### src/bpa_ram.sv
// Generic single-write, single-read RAM with registered read data.
// Depends on nothing; used for every descriptor store.
module bpa_ram #(
  parameter int WIDTH = 8,
  parameter int DEPTH = 16,
  localparam int AW = (DEPTH > 1) ? $clog2(DEPTH) : 1
) (
  input  logic             clk,
  input  logic             we,
  input  logic [AW-1:0]    waddr,
  input  logic [WIDTH-1:0] wdata,
  input  logic [AW-1:0]    raddr,
  output logic [WIDTH-1:0] rdata
);

  logic [WIDTH-1:0] mem [DEPTH];
  logic [WIDTH-1:0] rdata_r;

  always_ff @(posedge clk) begin
    if (we) begin
      mem[waddr] <= wdata;
    end
    rdata_r <= mem[raddr];
  end

  assign rdata = rdata_r;

endmodule

### config.mk
export PLATFORM = sky130hd
export DESIGN_NAME = bpa_ram
export DESIGN_NICKNAME = d
export VERILOG_FILES = /design/src/bpa_ram.sv
export SDC_FILE = /design/constraint.sdc
export NUM_CORES = 1
export LEC_CHECK = 0
export BUFFER_PORTS_ARGS = -buffer_cell sky130_fd_sc_hd__buf_4
export CAP_MARGIN = 10
export CORE_ASPECT_RATIO = 0.7
export CORE_MARGIN = 2
export CORE_UTILIZATION = 28
export CTS_CLUSTER_SIZE = 25
export DETAILED_ROUTE_END_ITERATION = 16
export PLACE_DENSITY = 0.44
export SLEW_MARGIN = 20
export SYNTH_ARGS = -nofsm -noshare
export SYNTH_HDL_FRONTEND = slang
export SYNTH_SLANG_ARGS = --single-unit
### constraint.sdc
create_clock -name clk -period 3.4 [get_ports clk]
set_clock_uncertainty 0.1 [all_clocks]
set_input_delay 0.51 -clock clk [delete_from_list [all_inputs] [get_ports clk]]
set_output_delay 0.51 -clock clk [all_outputs]
set_load 0.05 [all_outputs]
==> results of run 1 <==
logic make-up after synthesis:
group           after synthesis  share of synthesized area
compound gates               16                     0.0233
buf+inv                      10                     0.0168
flops                       136                      0.778
mux                          32                      0.150
simple gates                 35                     0.0318
placed cells by master (no fill, tap or decap):
cell type and n:
a22oi_1 16, and2_1 1, and2b_1 1, buf_4 40, bufinv_16 5, clkbuf_1 1
clkbuf_16 17, clkinv_1 2, clkinv_2 3, clkinv_4 2, clkinvlp_4 2, dfxtp_1 8
edfxtp_1 128, mux4_1 14, mux4_2 18, nand2_1 9, nand2b_1 2, nand3_1 1
nand3b_1 2, nor2_1 13, nor2b_1 1, nor3_1 4, or3b_2 1
registers in the layout, indices dropped and copies added (netlist names):
name,count
mem,128
rdata,8
worst reg2reg max path, cell delays in order (launching register included):
cell and delay, ns:
edfxtp_1 0.38, mux4_1 0.53, a22oi_1 0.34, nand2_1 0.09
cell type report:
class	count	area (um2)	area share
Timing Repair Buffer	40	300	0.0477
Multi-Input combinational cell	83	1060	0.168
Sequential cell	136	4000	0.636
Tap cell	236	295	0.0469
Clock buffer	18	429	0.0682
Clock inverter	14	205	0.0326
through the flow:
| step | utilization | hold WS [ns] |
|---|---|---|
| after detailed placement | 0.314 | 0.576 |
| final | 0.349 | 0.322 |
| after floorplan | - | 0.509 |
| after global placement | 0.314 | 0.567 |
| after CTS | 0.349 | 0.312 |
| after global routing | 0.349 | 0.330 |
where the power goes:
part,internal (uW),total (uW),switching (uW)
registers,1870,1890,13.2
clock network,1290,1960,669
logic,82.7,225,142
synth_stat cells, drive strengths merged:
| cell type | n | area [um2] |
|---|---|---|
| a22oi | 16 | 120 |
| and2 | 1 | 6.26 |
| and2b | 1 | 7.51 |
| buf | 7 | 56.3 |
| clkdlybuf4s25 | 3 | 30.0 |
| dfxtp | 8 | 160 |
| edfxtp | 128 | 3840 |
| mux4 | 32 | 773 |
| nand2 | 9 | 33.8 |
| nand2b | 2 | 12.5 |
| nand3 | 1 | 5.00 |
| nand3b | 2 | 15.0 |
| nor2 | 13 | 48.8 |
| nor2b | 1 | 6.26 |
| nor3 | 4 | 20.0 |
| or3b | 1 | 8.76 |
per-layer routing:
| layer | wire, um | GRT usage |
|---|---|---|
| met1 | 5710 | 0.192 |
| met4 | 100 | 0.0473 |
| met3 | 934 | 0.0408 |
| met2 | 4840 | 0.165 |
| met5 | 0 | 0 |
path summary, 6_finish.rpt:
check	start	end	slack, ns
min	wdata[5]	mem[0][5]	0.32
max reg2reg	mem[0][5]	rdata[5]	1.82
min reg2reg	mem[15][1]	rdata[1]	0.57
max	raddr[0]	rdata[5]	1.45
==> flow_metrics.env, run 1 <==
export IMPL_status="finished, final reports clean"
export IMPL_worstRegToRegCells=3
export IMPL_worst_path_buf_inv=1
export IMPL_ys_warnings_count=0
export IMPL_cpLargestDelayFamily="multiplexers"
export IMPL_ctsHoldBuffers=0
export IMPL_seq_area_frac_synth=0.778
export IMPL_fin_area_um2=6290
export IMPL_synth_cell_types=19
export IMPL_max_vdd_ir_drop_v=0.000305
export IMPL_tns_ns=0
export IMPL_cp_arrival_ns=2.13
export IMPL_dpl_cell_area_um2=5660
export IMPL_crit_path_end_kind="flop"
export IMPL_rsz0062_at_grt="no"
export IMPL_hpwl_mm=7.36
export IMPL_worst_pin_slew_ns=0.896
export IMPL_synth_nets=247
export IMPL_synth_area_um2=5150
export IMPL_worstPathCellList="buf_4 -> mux4_1 -> a22oi_1 -> nand2_1"
export IMPL_max_stage_delay_ns=0.67
export IMPL_period_minus_slack_ns=1.95
export IMPL_worst_slack_ns=1.45
export IMPL_cts_tree="yes"
export IMPL_syn_inst=229
export IMPL_cts_root_buf="clkbuf_16"
export IMPL_dp_cells=495
export IMPL_drc_errors=0
export IMPL_rows=41
export IMPL_avgSynthCellArea_um2=22.5
export IMPL_setup_viol=0
export IMPL_drtPass1Iterations=4
export IMPL_die_w_um=166
export IMPL_p_per_area_nw_per_um2=648
export IMPL_clk_latency_ns=0.41
export IMPL_cts_resized_gates=0
export IMPL_critPathKind="input pin to flop"
export IMPL_grt_pass1_wl_mm=17.0
export IMPL_grt_max_degree=33
export IMPL_p_leak_uw=0.00210
export IMPL_die_area_um2=19500
export IMPL_fin_crit_sh=0.573
export IMPL_slowest_stage="mux4_1"
export IMPL_finalHoldViolCount=0
export IMPL_cts_buffers_inserted=17
export IMPL_io_pins=26
export IMPL_core_region_area_um2=18000
export IMPL_drt_iter0_drc=212
export IMPL_grt_pass1_vias=2493
export IMPL_nNetsFinal=296
export IMPL_power_total_uw=4080
export IMPL_grt_overflow=0
export IMPL_ys_ff_latch=136
export IMPL_port_buffers=25
export IMPL_crit_fanout=32
export IMPL_syn2layout_area_growth_pct=22.2
export IMPL_avgRoutedWirePerCell_um=22.0
export IMPL_fmax_mhz=513
export IMPL_gp_congestion=0.750
export IMPL_hold_depth=1
export IMPL_final_cells=527
export IMPL_htree_levels=4
export IMPL_clkTransAtPathRegs_ns=0.06
export IMPL_start_util=0.286
export IMPL_finalMaxSlewViolations=0
export IMPL_vias_per_cell=4.57
export IMPL_fillers=1683
export IMPL_required_ns=3.59
export IMPL_post_cts_buffers=0
export IMPL_die_h_um=117
export IMPL_routed_wl_mm=11.6
export IMPL_relSlewSlack=0.400
export IMPL_cts_num_sinks=136
export IMPL_via_count=2409
export IMPL_antennaDiodeCount=0
export IMPL_cts_buffer_depth=2
export IMPL_worstSetupStartpointType="input pin"
export IMPL_post_place_ws_ns=0.981
export IMPL_cp_depth=4
export IMPL_ant_nets=0
export IMPL_drive_gt1_frac=0.302
export IMPL_antenna_found_initial=0
export IMPL_cap_violations=0
export IMPL_grt_total_usage=0.126
export IMPL_hold_class="input pin to flop"
No activity file was read; power rests on OpenSTA's default activity.
==> run 2: changes to the inputs <==
PLACE_DENSITY = 0.45   (was 0.44)
clock period = 1.6 ns   (was 3.4 ns; I/O delays follow)
==> run 2 against run 1 <==
Compared with the run above:
- clock-buffer cell count is 2 higher
- sequential power rose by 110%
- combinational power up 130%
- die area is the same
- critical path depth is 1 lower
- via count up 2.3%
- utilization grew 0.89 points
- hold slack got worse by 0.28 ns
- wire length down 0.80%
- sequential share of layout area decreased by 1.6 points
- design area grew 2.5%
==> flow_metrics.env, run 2 (synthesized netlist as in run 1, its figures left out) <==
export IMPL_status="finished, final reports clean"
export IMPL_clkTransAtPathRegs_ns=0.06
export IMPL_wl_met3_um=404
export IMPL_drc_errors=0
export IMPL_critPathLaunch="mem[2][4]"
export IMPL_routed_wl_mm=11.5
export IMPL_hold_depth=1
export IMPL_period_minus_slack_ns=1.44
export IMPL_cts_num_sinks=136
export IMPL_hold_worst_slack_ns=0.0375
export IMPL_crit_fanout=1
export IMPL_die_h_um=117
export IMPL_port_buffers=25
export IMPL_p_per_area_nw_per_um2=1290
export IMPL_cp_endpoint="rdata[4]"
export IMPL_grt_total_usage=0.128
export IMPL_fin_crit_sh=0.900
export IMPL_finalMaxSlewViolations=0
export IMPL_cts_resized_gates=0
export IMPL_largest_register="mem"
export IMPL_required_ns=1.79
export IMPL_seq_area_um2=4000
export IMPL_grt_max_degree=17
export IMPL_final_cells=546
export IMPL_nNetsFinal=315
export IMPL_final_common_cell="edfxtp_1"
export IMPL_finalHoldViolCount=0
export IMPL_antenna_found_initial=0
export IMPL_cap_violations=0
export IMPL_cts_root_buf="clkbuf_16"
export IMPL_most_common_layout_cells="edfxtp_1 (128), buf_4 (54), mux4_2 (18)"
export IMPL_setup_viol=0
export IMPL_post_cts_buffers=0
export IMPL_dp_cells=514
export IMPL_vias_per_cell=4.51
export IMPL_critPathKind="flop to flop"
export IMPL_antennaDiodeCount=0
export IMPL_fillers=1661
export IMPL_ctsHoldBuffers=0
export IMPL_core_region_area_um2=18000
export IMPL_p_leak_uw=0.00220
export IMPL_largest_reg_flops=128
export IMPL_top_layer="met4"
export IMPL_fmax_mhz=694
export IMPL_io_pins=26
export IMPL_relSlewSlack=0.407
export IMPL_via_count=2464
export IMPL_syn2layout_area_growth_pct=25.3
export IMPL_timing_rr_end="rdata[4]"
export IMPL_rsz0062_at_grt="no"
export IMPL_avgRoutedWirePerCell_um=21.0
export IMPL_ant_nets=0
export IMPL_rows=41
export IMPL_start_util=0.286
export IMPL_drt_iter0_drc=231
export IMPL_met1_length_mm=5.97
export IMPL_die_area_um2=19500
export IMPL_worst_pin_slew_ns=0.888
export IMPL_clk_latency_ns=0.41
export IMPL_die_w_um=166
export IMPL_r2r_slack_ns=0.16
export IMPL_hold_class="input pin to flop"
export IMPL_grt_overflow=0
export IMPL_htree_levels=4
export IMPL_drtPass1Iterations=4
export IMPL_grt_pass1_vias=2695
export IMPL_cts_buffer_depth=2
export IMPL_cp_arrival_ns=1.63
export IMPL_gp_congestion=0.676
export IMPL_wl_met2_mm=5.03
export IMPL_hpwl_mm=7.74
export IMPL_drive_gt1_frac=0.355
export IMPL_max_vdd_ir_drop_v=0.000544
export IMPL_cts_tree="yes"
export IMPL_grt_pass1_wl_mm=17.6
export IMPL_r2r_start="mem[2][4]"
export IMPL_multi_input_area_um2=1060
export IMPL_cts_buffers_inserted=17
export IMPL_crit_path_end_kind="flop"
export IMPL_worstSetupStartpointType="flop"
export IMPL_worstRegToRegCells=3
## run 2: cell types whose count changed in the layout (fill, tap and decap cells not counted)
cell        change
buf_4          +14
clkinv_4        +2
clkinvlp_4      -1
buf_12          +5
nor3_1          -1
bufinv_16       -3
nor3_2          +1
clkbuf_8        +2
clkinv_1        -2
clkinv_2        +2
## run 2: worst min path at each step
stage / startpoint / end
floorplan: wdata[0] / mem[0][0]
global route: wdata[3] / mem[2][3]
global placement: wdata[6] / mem[15][6]
CTS: wdata[1] / mem[2][1]
finish: wdata[1] / mem[0][1]
detailed placement: wdata[6] / mem[14][6]
## run 2: metal layers
| metal | vias to the layer above | global-route usage |
|---|---|---|
| met5 | - | 0 |
| met2 | 43 | 0.181 |
| li1 | 1111 | - |
| met3 | 8 | 0.0354 |
| met4 | 0 | 0.0408 |
| met1 | 1302 | 0.190 |
## run 2: critical path, stage by stage, from the launching register on
cell      delay [ns]
edfxtp_1        0.37
mux4_2          0.50
a22oi_1         0.27
nand2_1         0.09
## run 2: cell type report
cell class	instances	share of cell area
clock inverter	12	0.0198
tap	236	0.0458
multi-input combinational	83	0.165
timing repair buffer	59	0.0784
sequential	136	0.621
clock buffer	20	0.0708
## run 2: power by group
part	internal, uW	switching [uW]	leakage [uW]
clock	2370	1430	0.000289
combinational	213	304	0.000689
sequential	3980	26.5	0.00122
total	6560	1760	0.00220
## run 2: per-stage QoR
step           cell area, um2  total power, uW  setup WS (ns)  setup TNS (ns)  utilization
6_report                 6450             8320          0.160               0        0.358
4_1_cts                  6450             8400          0.119               0        0.358
3_5_place_dp             5870             4610         -0.170           -3.35        0.326
5_1_grt                  6450             8600         0.0914               0        0.358
3_3_place_gp             5870             4610         -0.156           -3.79        0.326
2_1_floorplan            5150             4360       -0.00615          -0.147            -
==> run 3: changes to the inputs <==
REMOVE_ABC_BUFFERS = 1   (was default)
==> run 3 against run 2 <==
Compared with the run above:
- first-iteration DRC count decreased by 31%
- hold slack got worse by 0.0036 ns
- combinational power about the same
- clock-buffer cell count fell by 1
- maximum frequency decreased by 2.8%
- wire length down 4.3%
- final cell count is 0.18% higher
- clock power grew 5.3%
- largest cell class unchanged
- sequential cell count stayed put
- setup slack worse by 0.041 ns
==> flow_metrics.env, run 3 (synthesized netlist as in run 1, its figures left out) <==
export IMPL_p_leak_uw=0.00221
export IMPL_finalHoldViolCount=0
export IMPL_final_core_util=0.360
export IMPL_most_common_layout_cells="edfxtp_1 (128), buf_4 (55), mux4_2 (18)"
export IMPL_cts_buffers_inserted=17
export IMPL_fin_area_um2=6480
export IMPL_die_area_um2=19500
export IMPL_fin_crit_sh=0.926
export IMPL_cts_tree="yes"
export IMPL_syn2layout_area_growth_pct=25.9
export IMPL_start_util=0.286
export IMPL_antenna_found_initial=0
export IMPL_grt_overflow=0
export IMPL_slowest_stage="mux4_2"
export IMPL_largest_register="mem"
export IMPL_period_minus_slack_ns=1.48
export IMPL_cts_buffer_depth=2
export IMPL_htree_levels=4
export IMPL_dpl_cell_area_um2=5870
export IMPL_vias_per_cell=4.57
export IMPL_tns_ns=0
export IMPL_drive_gt1_frac=0.344
export IMPL_grt_pass1_wl_mm=16.8
export IMPL_clkTransAtPathRegs_ns=0.06
export IMPL_via_count=2502
export IMPL_relSlewSlack=0.397
export IMPL_cpLargestDelayFamily="multiplexers"
export IMPL_cp_arrival_ns=1.66
export IMPL_max_vdd_ir_drop_v=0.000585
export IMPL_post_cts_buffers=0
export IMPL_grt_pass1_vias=2645
export IMPL_routed_wl_mm=11.0
export IMPL_worstSetupStartpointType="flop"
export IMPL_cts_resized_gates=0
export IMPL_nNetsFinal=316
export IMPL_ant_nets=0
export IMPL_cap_violations=0
export IMPL_grt_total_usage=0.120
export IMPL_rows=41
export IMPL_drtPass1Iterations=4
export IMPL_hpwl_mm=7.60
export IMPL_die_w_um=166
export IMPL_die_h_um=117
export IMPL_critPathKind="flop to flop"
export IMPL_worstPathCellList="mux4_2 -> a22oi_1 -> nand2_1"
export IMPL_setup_viol=0
export IMPL_drt_iter0_drc=159
export IMPL_antennaDiodeCount=0
export IMPL_rsz0062_at_grt="no"
export IMPL_cts_num_sinks=136
export IMPL_crit_fanout=1
export IMPL_final_common_cell="edfxtp_1"
export IMPL_port_buffers=25
export IMPL_cts_root_buf="clkbuf_16"
export IMPL_grt_max_degree=18
export IMPL_clk_latency_ns=0.40
export IMPL_status="finished, final reports clean"
export IMPL_power_total_uw=8520
export IMPL_worst_path_buf_inv=0
export IMPL_worst_pin_slew_ns=0.903
export IMPL_ctsHoldBuffers=0
export IMPL_crit_path_end_kind="flop"
export IMPL_max_stage_delay_ns=0.48
export IMPL_avgRoutedWirePerCell_um=20.1
export IMPL_io_pins=26
export IMPL_finalMaxSlewViolations=0
export IMPL_required_ns=1.78
export IMPL_fillers=1677
export IMPL_gp_congestion=0.760
export IMPL_fmax_mhz=675
export IMPL_hold_class="input pin to flop"
export IMPL_drc_errors=0
export IMPL_core_region_area_um2=18000
export IMPL_p_per_area_nw_per_um2=1320
export IMPL_largest_reg_flops=128
[run 3: cell count changes in the layout (fill, tap and decap cells not counted), moves of 2 or more]
cell | previous run | this run
clkinv_2 | 5 | 2
clkinv_1 | 0 | 2
bufinv_16 | 2 | 4
clkbuf_8 | 2 | 0
clkinv_4 | 4 | 1
clkinvlp_4 | 1 | 3
[run 3: power by group]
part           total (uW)  switching (uW)  internal, uW
clock network        4000            1410          2600
logic                 514             299           215
registers            4010            22.7          3980
[run 3: worst paths after layout]
path                            startpoint   endpoint  slack, ns  cells past startpoint
worst min register to register   mem[4][4]   rdata[4]       0.57                      3
worst min-delay path              wdata[4]  mem[7][4]       0.03                      1
worst max-delay path            mem[10][0]   rdata[0]       0.12                      3
worst max register to register  mem[10][0]   rdata[0]       0.12                      3
[run 3: cell type report]
cell class	count	area [um2]	area share
clock inverter	13	178	0.0274
multi-input combinational	83	1060	0.163
clock buffer	19	433	0.0668
timing repair buffer	60	513	0.0792
sequential	136	4000	0.618
tap	236	295	0.0456
[run 3: through the flow]
stage | setup WS, ns | cells | hold WS [ns]
after floorplan | -0.233 | 219 | 0.239
final | 0.119 | 547 | 0.0338
after detailed placement | -0.245 | 515 | 0.464
after CTS | 0.0829 | 547 | 0.0336
after global placement | -0.220 | 515 | 0.461
after global routing | 0.0524 | 547 | 0.0555
[run 3: layer usage]
metal | GRT usage | part of all wire | up-vias
met1 | 0.165 | 0.49 | 1328
li1 | - | - | 1113
met3 | 0.0327 | 0.035 | 11
met5 | 0 | 0 | -
met4 | 0.0391 | 0.0071 | 0
met2 | 0.184 | 0.47 | 50
[run 3: worst register-to-register path: cells and delay by family, from the launching register on]
| kind | cells | cell delay, ns |
|---|---|---|
| mux | 1 | 0.48 |
| flops | 1 | 0.37 |
| compound gates | 1 | 0.31 |
| simple gates | 1 | 0.10 |
