**config.mk**
```make
export PLATFORM = sky130hd
export DESIGN_NAME = bpa_div
export DESIGN_NICKNAME = d
export VERILOG_FILES = /design/src/bpa_pkg.sv /design/src/bpa_div.sv
export SDC_FILE = /design/constraint.sdc
export NUM_CORES = 1
export LEC_CHECK = 0
export ABC_AREA = 1
export BUFFER_PORTS_ARGS = -buffer_cell sky130_fd_sc_hd__buf_2
export CAP_MARGIN = 30
export CORE_MARGIN = 3
export CORE_UTILIZATION = 43
export DETAILED_ROUTE_END_ITERATION = 7
export GPL_ROUTABILITY_DRIVEN = 1
export PLACE_DENSITY_LB_ADDON = 0.05
export SYNTH_ARGS = -nofsm -noshare
export SYNTH_HDL_FRONTEND = slang
export SYNTH_SLANG_ARGS = --single-unit
```
**constraint.sdc**
```tcl
create_clock -name clk -period 1.6 [get_ports clk]
set_input_delay 0.08 -clock clk [delete_from_list [all_inputs] [get_ports clk]]
set_output_delay 0.08 -clock clk [all_outputs]
set_load 0.01 [all_outputs]
```
**src/bpa_pkg.sv**
```systemverilog
// Shared types and constants for the buddy page allocator.
// No dependencies; imported by bpa_div and buddy_page_allocator.
package bpa_pkg;

  localparam int ADDR_W    = 48;
  localparam int ORDER_W   = 4;
  localparam int STATUS_W  = 2;
  localparam int OC_W      = 4;
  localparam int CFG_IDX_W = 1;

  localparam int PAGE_COUNT_DEF = 1024;
  localparam int MAX_ORDERS_DEF = 11;
  localparam int PAGE_BYTES_DEF = 4096;

  localparam logic [OC_W-1:0] OC_RESET = 4'd11;

  localparam logic OP_ALLOC = 1'b0;
  localparam logic OP_FREE  = 1'b1;

  localparam logic [STATUS_W-1:0] ST_DONE     = 2'd0;
  localparam logic [STATUS_W-1:0] ST_NO_BLOCK = 2'd1;
  localparam logic [STATUS_W-1:0] ST_BAD_FREE = 2'd2;

  localparam logic [CFG_IDX_W-1:0] CFG_ORDER_COUNT = 1'b0;
  localparam logic [CFG_IDX_W-1:0] CFG_POOL_BASE   = 1'b1;

  typedef struct packed {
    logic               op;
    logic [ORDER_W-1:0] order;
    logic [ADDR_W-1:0]  block_address;
  } bpa_in_t;

  typedef struct packed {
    logic [ADDR_W-1:0]   address;
    logic [STATUS_W-1:0] status;
  } bpa_out_t;

  typedef struct packed {
    logic              start;
    logic [ADDR_W-1:0] dividend;
  } bpa_div_req_t;

endpackage

```
**src/bpa_div.sv**
```systemverilog
// Splits a 48-bit byte offset into page index and in-page remainder; valid once busy falls.
// Depends on bpa_pkg; the page size must be a power of two, which the block does not check.
module bpa_div import bpa_pkg::*; #(
  parameter int DIVISOR = PAGE_BYTES_DEF,
  localparam int LW = $clog2(DIVISOR)
) (
  input  logic              clk,
  input  logic              rst_n,
  input  bpa_div_req_t      req,
  output logic              busy,
  output logic [ADDR_W-1:0] quot,
  output logic [LW-1:0]     rem
);

  logic [ADDR_W-1:0] work_r;
  logic [ADDR_W-1:0] quot_r;
  logic [LW-1:0]     rem_r;
  logic              busy_r;

  always_ff @(posedge clk) begin
    if (!rst_n) begin
      busy_r <= 1'b0;
    end else begin
      busy_r <= req.start;
    end
    if (req.start) begin
      work_r <= req.dividend;
    end
    // page index is a shift, the remainder a mask
    if (busy_r) begin
      quot_r <= work_r >> LW;
      rem_r  <= work_r[LW-1:0];
    end
  end

  assign busy = busy_r;
  assign quot = quot_r;
  assign rem  = rem_r;

endmodule

```
==> results of run 1 <==
[per-stage QoR]
stage / total power [mW] / util (%) / cells / worst slack, ns / cell area [µm²]
5_1_grt: 4.97 / 64.9 / 371 / 0.234 / 4260
3_5_place_dp: 3.39 / 54.9 / 306 / 0.606 / 3600
4_1_cts: 4.81 / 64.9 / 371 / 0.287 / 4260
3_3_place_gp: 3.37 / 54.9 / 306 / 0.641 / 3600
2_1_floorplan: 3.21 / - / 123 / 0.338 / 3050
6_report: 4.75 / 64.9 / 371 / 0.321 / 4260
[logic make-up (layout without fill, tap and decap cells)]
family	Yosys count	count (layout)
flip-flops	97	97
other	1	12
buffers and inverters	13	168
AND/OR/NAND/NOR	1	1
[cell usage after synthesis]
library cell	count
buf_4	12
conb_1	1
dfxtp_1	1
edfxtp_1	96
inv_1	1
nand2_1	1
[registers in the layout (all words and copies together), names as in the netlist]
name / flops
busy: 1
quot: 36
rem: 12
work_r: 48
[worst max-delay path by stage]
stage | startpoint | endpoint | slack (ns) | depth (start not counted)
finish | busy | busy | 0.32 | 2
global route | busy | busy | 0.23 | 2
CTS | busy | busy | 0.29 | 2
detailed placement | busy | rem[3] | 0.61 | 1
global placement | busy | quot[2] | 0.64 | 1
floorplan | busy | quot[0] | 0.34 | 0
[area by class of cell]
class | count | area share (%)
Multi-Input combinational cell | 13 | 1.15
Inverter | 1 | 0.0881
Clock buffer | 13 | 3.49
Timing Repair Buffer | 151 | 24.0
Sequential cell | 97 | 68.2
Clock inverter | 3 | 0.411
Tap cell | 93 | 2.73
[routing by layer]
metal	GRT usage, %	up-vias
met5	0	-
met4	7.31	0
met3	3.38	4
met2	23.0	78
met1	15.3	736
li1	-	733
[power groups by stage]
| stage | clock network (mW) | logic, mW | registers [mW] |
|---|---|---|---|
| after global routing | 1.50 | 0.393 | 3.08 |
| after global placement | 0 | 0.263 | 3.11 |
| after floorplan | 0 | 0.0348 | 3.18 |
| final | 1.33 | 0.356 | 3.06 |
| after CTS | 1.38 | 0.361 | 3.07 |
| after detailed placement | 0 | 0.268 | 3.12 |
[placed cells by master (no fill, tap or decap)]
| cell type | instances |
|---|---|
| buf_12 | 1 |
| buf_2 | 99 |
| buf_4 | 2 |
| clkbuf_1 | 3 |
| clkbuf_8 | 10 |
| clkinv_2 | 2 |
| clkinvlp_4 | 1 |
| conb_1 | 12 |
| dfxtp_2 | 1 |
| dlygate4sd3_1 | 49 |
| edfxtp_1 | 96 |
| inv_1 | 1 |
| nand2_1 | 1 |
==> results.cfg, run 1 <==
[sta]
rsz0062_at_grt = no
period_share_pct = 79.9
timing.fmax_mhz = 782
final-hold-violation-count = 0
fin_worst_skew_ns = 0.00918
finalSetupTns_ns = 0
drv_slew = 0
finalSetupViolCount = 0
hold_ws_ns = 0.249
period_needed_ns = 1.28

[placed_design]
gp_congestion = 0.676
io_buffers = 99

[route]
wl_um = 5030
wl_met1_um = 1920
first_iter_violations = 110
highest_layer = met4
ant_nets = 0
wl_met2_um = 2720
dr.pass1.iters = 6
vias = 1551
wl_per_cell_um = 13.6
wl_met3_um = 345
drc_errors = 0
post_drt_via_cell_ratio = 4.18

[critical_path]
crit_path_end_kind = output pin
crit_type = register to output pin
r2r-start = busy
r2r_slack_ns = 0.60
crit_chain = buf_12 > buf_2
worst_ep_required_time_ns = 1.52
r2r_end = quot[20]
critPathMaxStageDelay_ns = 0.40
worstRegToRegCells = 1
cp_num_buf_inv = 2
path_delay_family = buffers and inverters
crit_arrival_ns = 1.20
worst-path-max-fanout = 45
cp-start-kind = register
critPathSlowestCell = dfxtp_2

[global_routing]
grt_usage_pct = 13.4
grt_pass1_vias = 1651
grt_max_degree = 46
grt_antenna_before_repair = 0
grt_pass1_wl_um = 7510
grt-ovfl-total = 0

[die]
die_w_um = 89.6
die_y_um = 89.6
initial_core_util_pct = 45.7
die-area_um2 = 8030
ioPinCount = 112
rows = 29
core-area_um2 = 6570

[cells_and_area]
seq_area_um2 = 2900
multiInputGateArea_um2 = 48.8
fillers = 480
final_nets = 324
antenna_cells = 0
area.growth.synth_to_final_pct = 41.8
final_layout_size_suffix_gt1_share_pct = 41.7

[hold_path]
hold_start = req[48]
hold_path_depth = 2
holdPathEnd = work_r[12]
hold_class = primary input to register

[power]
irDropWorstVdd_mv = 0.723
leakage_nw = 1.67
p_int_mw = 3.80
seq_power_share_pct = 64.5
share_comb_of_total_power_pct = 7.5
p_sw_mw = 0.943
powerDensity_nw_per_um2 = 1110
p_clk_share_pct = 28.0
swShare_pct = 19.9

[cts]
cts_hold_buf = 49
ctsResizeCount = 0
numCtsBuffers = 9
htree_num_levels = 3
cts_tree = done
cts_root_buf = clkbuf_8
cts_buffer_depth = 2
clk_latency_ns = 0.34
cts.sinks = 97
cts_setup_buffers = 0
clk_pin_slew_ns = 0.09

[logic_synthesis]
ys_ff_latch = 97
syn_inst = 112
syn-cell-area_um2 = 3000
ys_seq_area_share_pct = 96.6
synth_top_area_share_pct = 96.0
synth_warnings = 0
synthMuxAreaShare_pct = 0
synth_fa_ha_area_share_pct = 0
synthXorXnorAreaFrac_pct = 0
synth_area_per_cell_um2 = 26.8
synth-simple-area-share_pct = 0.125
synth_top_area_cell = edfxtp_1
synth.distinct_cells = 6
synth_top_family_by_area = buffers and inverters
synth-compound-area-share_pct = 0
synthTopCellsByArea = edfxtp_1 (96%), buf_4 (3.0%), dfxtp_1 (0.67%)

[run]
cap_violations = 0

[outcome]
status = completed
Power figures use the tool's default switching activity.
==> inputs of run 2 (changes only) <==
ABC_AREA = 0   (was 1)
clock period = 1.1 ns   (was 1.6 ns; I/O delays follow)
==> run 2 against run 1 <==
Net effect: clock skew decreased by 0.0010 ns; non-clock buffer count grew 2; global-route usage is 0.17 points lower; highest routed layer unchanged; power grew 49%.
==> results.cfg, run 2 <==
[critical_path]
worstRegToRegCells = 1
cp-start-kind = register
r2r_slack_ns = 0.15
crit_type = register to output pin
critPathMaxStageDelay_ns = 0.39
crit_chain = buf_12 > buf_2
crit_path_end_kind = output pin
r2r_end = quot[34]
worst_ep_required_time_ns = 1.04
crit_arrival_ns = 0.99
worst-path-max-fanout = 12
r2r-start = busy
critPathSlowestCell = dfxtp_4

[logic_synthesis]
ys_ff_latch = 97
synthTopCellsByCount = edfxtp_1 (96), buf_4 (12), and2_1 (1), conb_1 (1), dfxtp_1 (1)
synthTopCellsByArea = edfxtp_1 (96%), buf_4 (3.0%), dfxtp_1 (0.67%)
ys_async_sr_fraction_pct = 0
synth_area_per_cell_um2 = 27.1
synth.distinct_cells = 5
synth_warnings = 0
synth_edf_count = 96
syn_inst = 111
synth_top_area_share_pct = 96.0
ys.flop_type = edfxtp_1
post-synth-top-count-cell = edfxtp_1
ys_seq_area_share_pct = 96.7
syn-cell-area_um2 = 3000
synth_top_area_cell = edfxtp_1

[cells_and_area]
final_nets = 325
fillers = 473
final_common_cell = buf_2
area.growth.synth_to_final_pct = 44.5
final_layout_size_suffix_gt1_share_pct = 41.6
antenna_cells = 0
layout_common_cells = buf_2 (99), edfxtp_1 (96), dlygate4sd3_1 (49)
largest_reg_flops = 48
regMostFlops = work_r

[route]
ant_nets = 0
vias = 1536
post_drt_via_cell_ratio = 4.13
wl_um = 5080
dr.pass1.iters = 4
drc_errors = 0
first_iter_violations = 69
wl_per_cell_um = 13.7

[global_routing]
grt_antenna_before_repair = 0
grt_pass1_vias = 1555
grt_usage_pct = 13.2
grt-ovfl-total = 0
grt_max_degree = 40
grt_pass1_wl_um = 7460

[die]
initial_core_util_pct = 45.7
ioPinCount = 112
die-area_um2 = 8020
core-area_um2 = 6570
rows = 29
die_y_um = 89.6
die_w_um = 89.6

[sta]
finalSetupViolCount = 0
drv_slew = 0
fin_worst_skew_ns = 0.00815
final-hold-violation-count = 0
period_needed_ns = 1.04
rsz0062_at_grt = no
period_share_pct = 94.7
finalSetupTns_ns = 0
timing.fmax_mhz = 960

[cts]
cts_setup_buffers = 0
cts.sinks = 97
numCtsBuffers = 9
clk_latency_ns = 0.33
cts_buffer_depth = 2
ctsResizeCount = 0
cts_tree = done
cts_root_buf = clkbuf_8
clk_pin_slew_ns = 0.08
htree_num_levels = 3

[power]
total_power_mw = 7.07
powerDensity_nw_per_um2 = 1630
leakage_nw = 1.70
irDropWorstVdd_mv = 0.971

[placed_design]
io_buffers = 99
hpwl_um = 3170
gp_congestion = 0.678

[run]
cap_violations = 0

[hold_path]
hold_path_depth = 2
hold_class = primary input to register
hold_start = req[48]
holdPathEnd = work_r[18]

[outcome]
status = completed
[run 2: changes by cell type after synthesis]
cell     delta
and2_1      +1
inv_1       -1
nand2_1     -1
[run 2: worst max-delay path by stage]
stage | from | endpoint | slack, ns | cells after the start
4_1_cts | busy | busy | 0.02 | 2
2_1_floorplan | busy | quot[0] | 0.08 | 0
5_1_grt | busy | busy | 0.002 | 2
6_report | busy | busy | 0.06 | 2
3_3_place_gp | busy | quot[27] | 0.26 | 1
3_5_place_dp | busy | rem[10] | 0.25 | 1
[run 2: final cells by class]
type                    count  area [µm²]  share of cell area, %
flip-flops and latches     97        2910                   67.0
clock inverters             5        46.3                   1.07
repair buffers            153        1090                   25.0
clock buffers              11         131                   3.03
well taps                  93         116                   2.68
multi-input cells          13        51.3                   1.18
[run 2: cells by family after synthesis]
group / synth area share (%)
buf+inv: 3.00
flops: 96.7
other cells: 0.125
simple gates: 0.208
[run 2: per-stage QoR]
| stage | utilization (%) | setup slack (ns) | std cells | area [µm²] | hold WS [ns] |
|---|---|---|---|---|---|
| finish | 66.1 | 0.0588 | 372 | 4340 | 0.174 |
| global route | 66.1 | 0.00242 | 372 | 4340 | 0.173 |
| CTS | 66.1 | 0.0164 | 372 | 4340 | 0.155 |
| detailed placement | 55.4 | 0.246 | 306 | 3640 | 0.233 |
| global placement | 55.4 | 0.264 | 306 | 3640 | 0.231 |
| floorplan | - | 0.0850 | 122 | 3050 | 0.154 |
[run 2: timing repair]
item | in CTS | in global routing
hold buffers | 49 | 0
hold endpoints to repair | 49 | 0
endpoints found under the setup margin | 1 | 0
[run 2: power breakdown]
| group | leakage (nW) | internal [mW] | switching, mW |
|---|---|---|---|
| Clock | 0.0898 | 1.03 | 1.04 |
| Combinational | 0.685 | 0.297 | 0.251 |
| Sequential | 0.929 | 4.38 | 0.0728 |
[run 2: worst max-delay path: cells and delay by family (launching register included)]
kind | cells | cell delay (ns)
buffers and inverters | 2 | 0.27
DFF | 1 | 0.39
[run 2: metal layers]
layer | global-route usage (%) | share of wire, %
met1 | 15.8 | 39
met2 | 21.6 | 52
met3 | 3.78 | 7.8
met4 | 7.31 | 1.5
met5 | 0 | 0
==> inputs of run 3 (changes only) <==
CELL_PAD_IN_SITES_DETAIL_PLACEMENT = 0   (was default)
CELL_PAD_IN_SITES_GLOBAL_PLACEMENT = 1   (was default)
CORE_UTILIZATION = 36   (was 43)
==> run 3 against run 2 <==
Net effect: worst setup slack improved by 0.0015 ns; hold slack improved by 0.00086 ns; via count rose by 0.72%; sequential share of layout area fell by 1.1 points; die area rose by 18%; sequential cell count did not move; utilization fell by 10 points; first-iteration DRC count fell by 61%; fmax rose by 0.14%; largest cell class unchanged; clock-buffer cell count did not move; critical path depth did not move; non-clock buffer count rose by 2.
==> results.cfg, run 3 (same netlist as run 2, synthesis figures left out) <==
[sta]
period_needed_ns = 1.04
period_share_pct = 94.5
finalSetupTns_ns = 0
fin_ws_ns = 0.0603
drv_slew = 0
fin_worst_skew_ns = 0.00589
finalSetupViolCount = 0
timing.fmax_mhz = 962
final-hold-violation-count = 0
hold_ws_ns = 0.175
rsz0062_at_grt = no

[cts]
cts.sinks = 97
cts_tree = done
cts_root_buf = clkbuf_8
ctsResizeCount = 0
htree_num_levels = 3
numCtsBuffers = 9
cts_buffer_depth = 2
clk_pin_slew_ns = 0.09
clk_latency_ns = 0.34

[critical_path]
cp-start-kind = register
worst_ep_required_time_ns = 1.04
crit_path_end_kind = output pin
crit_arrival_ns = 0.98
worst-path-max-fanout = 13
r2r_slack_ns = 0.07
crit_type = register to output pin

[route]
ant_nets = 0
dr.pass1.iters = 4
vias = 1547
wl_per_cell_um = 13.9
post_drt_via_cell_ratio = 4.04
wl_um = 5310
first_iter_violations = 27
drc_errors = 0

[placed_design]
hpwl_um = 3380
io_buffers = 99
gp_congestion = 0.714
dp_slack_ns = 0.253

[power]
p_sw_mw = 1.45
p_int_mw = 5.97
irDropWorstVdd_mv = 0.993
swShare_pct = 19.5
leakage_nw = 1.73
powerDensity_nw_per_um2 = 1680
p_clk_share_pct = 32.3
seq_power_share_pct = 60.1
share_comb_of_total_power_pct = 7.6

[cells_and_area]
antenna_cells = 0
layout_common_cells = buf_2 (99), edfxtp_1 (96), dlygate4sd3_1 (49)
seq_area_um2 = 2910
final_nets = 327
fillers = 634
final_layout_size_suffix_gt1_share_pct = 43.1
utilization_pct = 55.6
largest_reg_flops = 48
area.growth.synth_to_final_pct = 46.9
multiInputGateArea_um2 = 51.3
final_common_cell = buf_2
regMostFlops = work_r

[global_routing]
grt_pass1_vias = 1661
grt_pass1_wl_um = 8340
grt_usage_pct = 11.7
grt_max_degree = 26
grt-ovfl-total = 0
grt_antenna_before_repair = 0

[run]
cap_violations = 0

[die]
ioPinCount = 112
core-area_um2 = 7930
die_y_um = 97.3
rows = 32
die_w_um = 97.3
die-area_um2 = 9470
initial_core_util_pct = 37.9

[outcome]
status = completed

[hold_path]
hold_class = primary input to register
run 3: per-stage QoR:
step	cell area (µm²)	instances	power (mW)
3_5_place_dp	3660	315	4.95
5_1_grt	4410	383	7.72
2_1_floorplan	3050	122	4.67
6_report	4410	383	7.41
4_1_cts	4400	381	7.49
3_3_place_gp	3660	315	4.93
run 3: critical path, cell delays in order, from the launching register on:
cell	delay [ns]
dfxtp_4	0.36
buf_12	0.14
buf_2	0.14
run 3: final timing paths:
check,start,depth (start not counted),to
worst min-delay path,req[48],2,work_r[2]
worst max register to register,busy,2,quot[15]
worst min register to register,work_r[26],0,quot[14]
worst max-delay path,busy,2,busy
run 3: what timing repair did:
item                                    CTS  global route
endpoints found under the setup margin    1             1
buffers inserted                          0             2
hold buffers                             49             0
cloned                                    1             0
hold endpoints to repair                 49             0
pin swaps                                 0             0
run 3: layout make-up:
| class | count | share of cell area, % |
|---|---|---|
| clock buffers | 11 | 2.98 |
| multi-input cells | 13 | 1.16 |
| flip-flops and latches | 97 | 65.9 |
| repair buffers | 155 | 25.2 |
| well taps | 102 | 2.89 |
| clock inverters | 5 | 1.82 |
run 3: per-layer routing:
| metal | vias to the layer above | share of wire, % | global-route usage, % |
|---|---|---|---|
| li1 | 739 | - | - |
| met4 | 0 | 1.8 | 5.75 |
| met3 | 7 | 7.6 | 4.02 |
| met5 | - | 0 | 0 |
| met1 | 730 | 42 | 14.0 |
| met2 | 71 | 48 | 18.9 |
run 3: power groups by stage:
stage	clock, mW	sequential [mW]	combinational [mW]
4_1_cts	2.46	4.46	0.565
6_report	2.39	4.45	0.562
3_3_place_gp	0	4.52	0.410
2_1_floorplan	0	4.62	0.0506
3_5_place_dp	0	4.54	0.414
5_1_grt	2.62	4.48	0.612
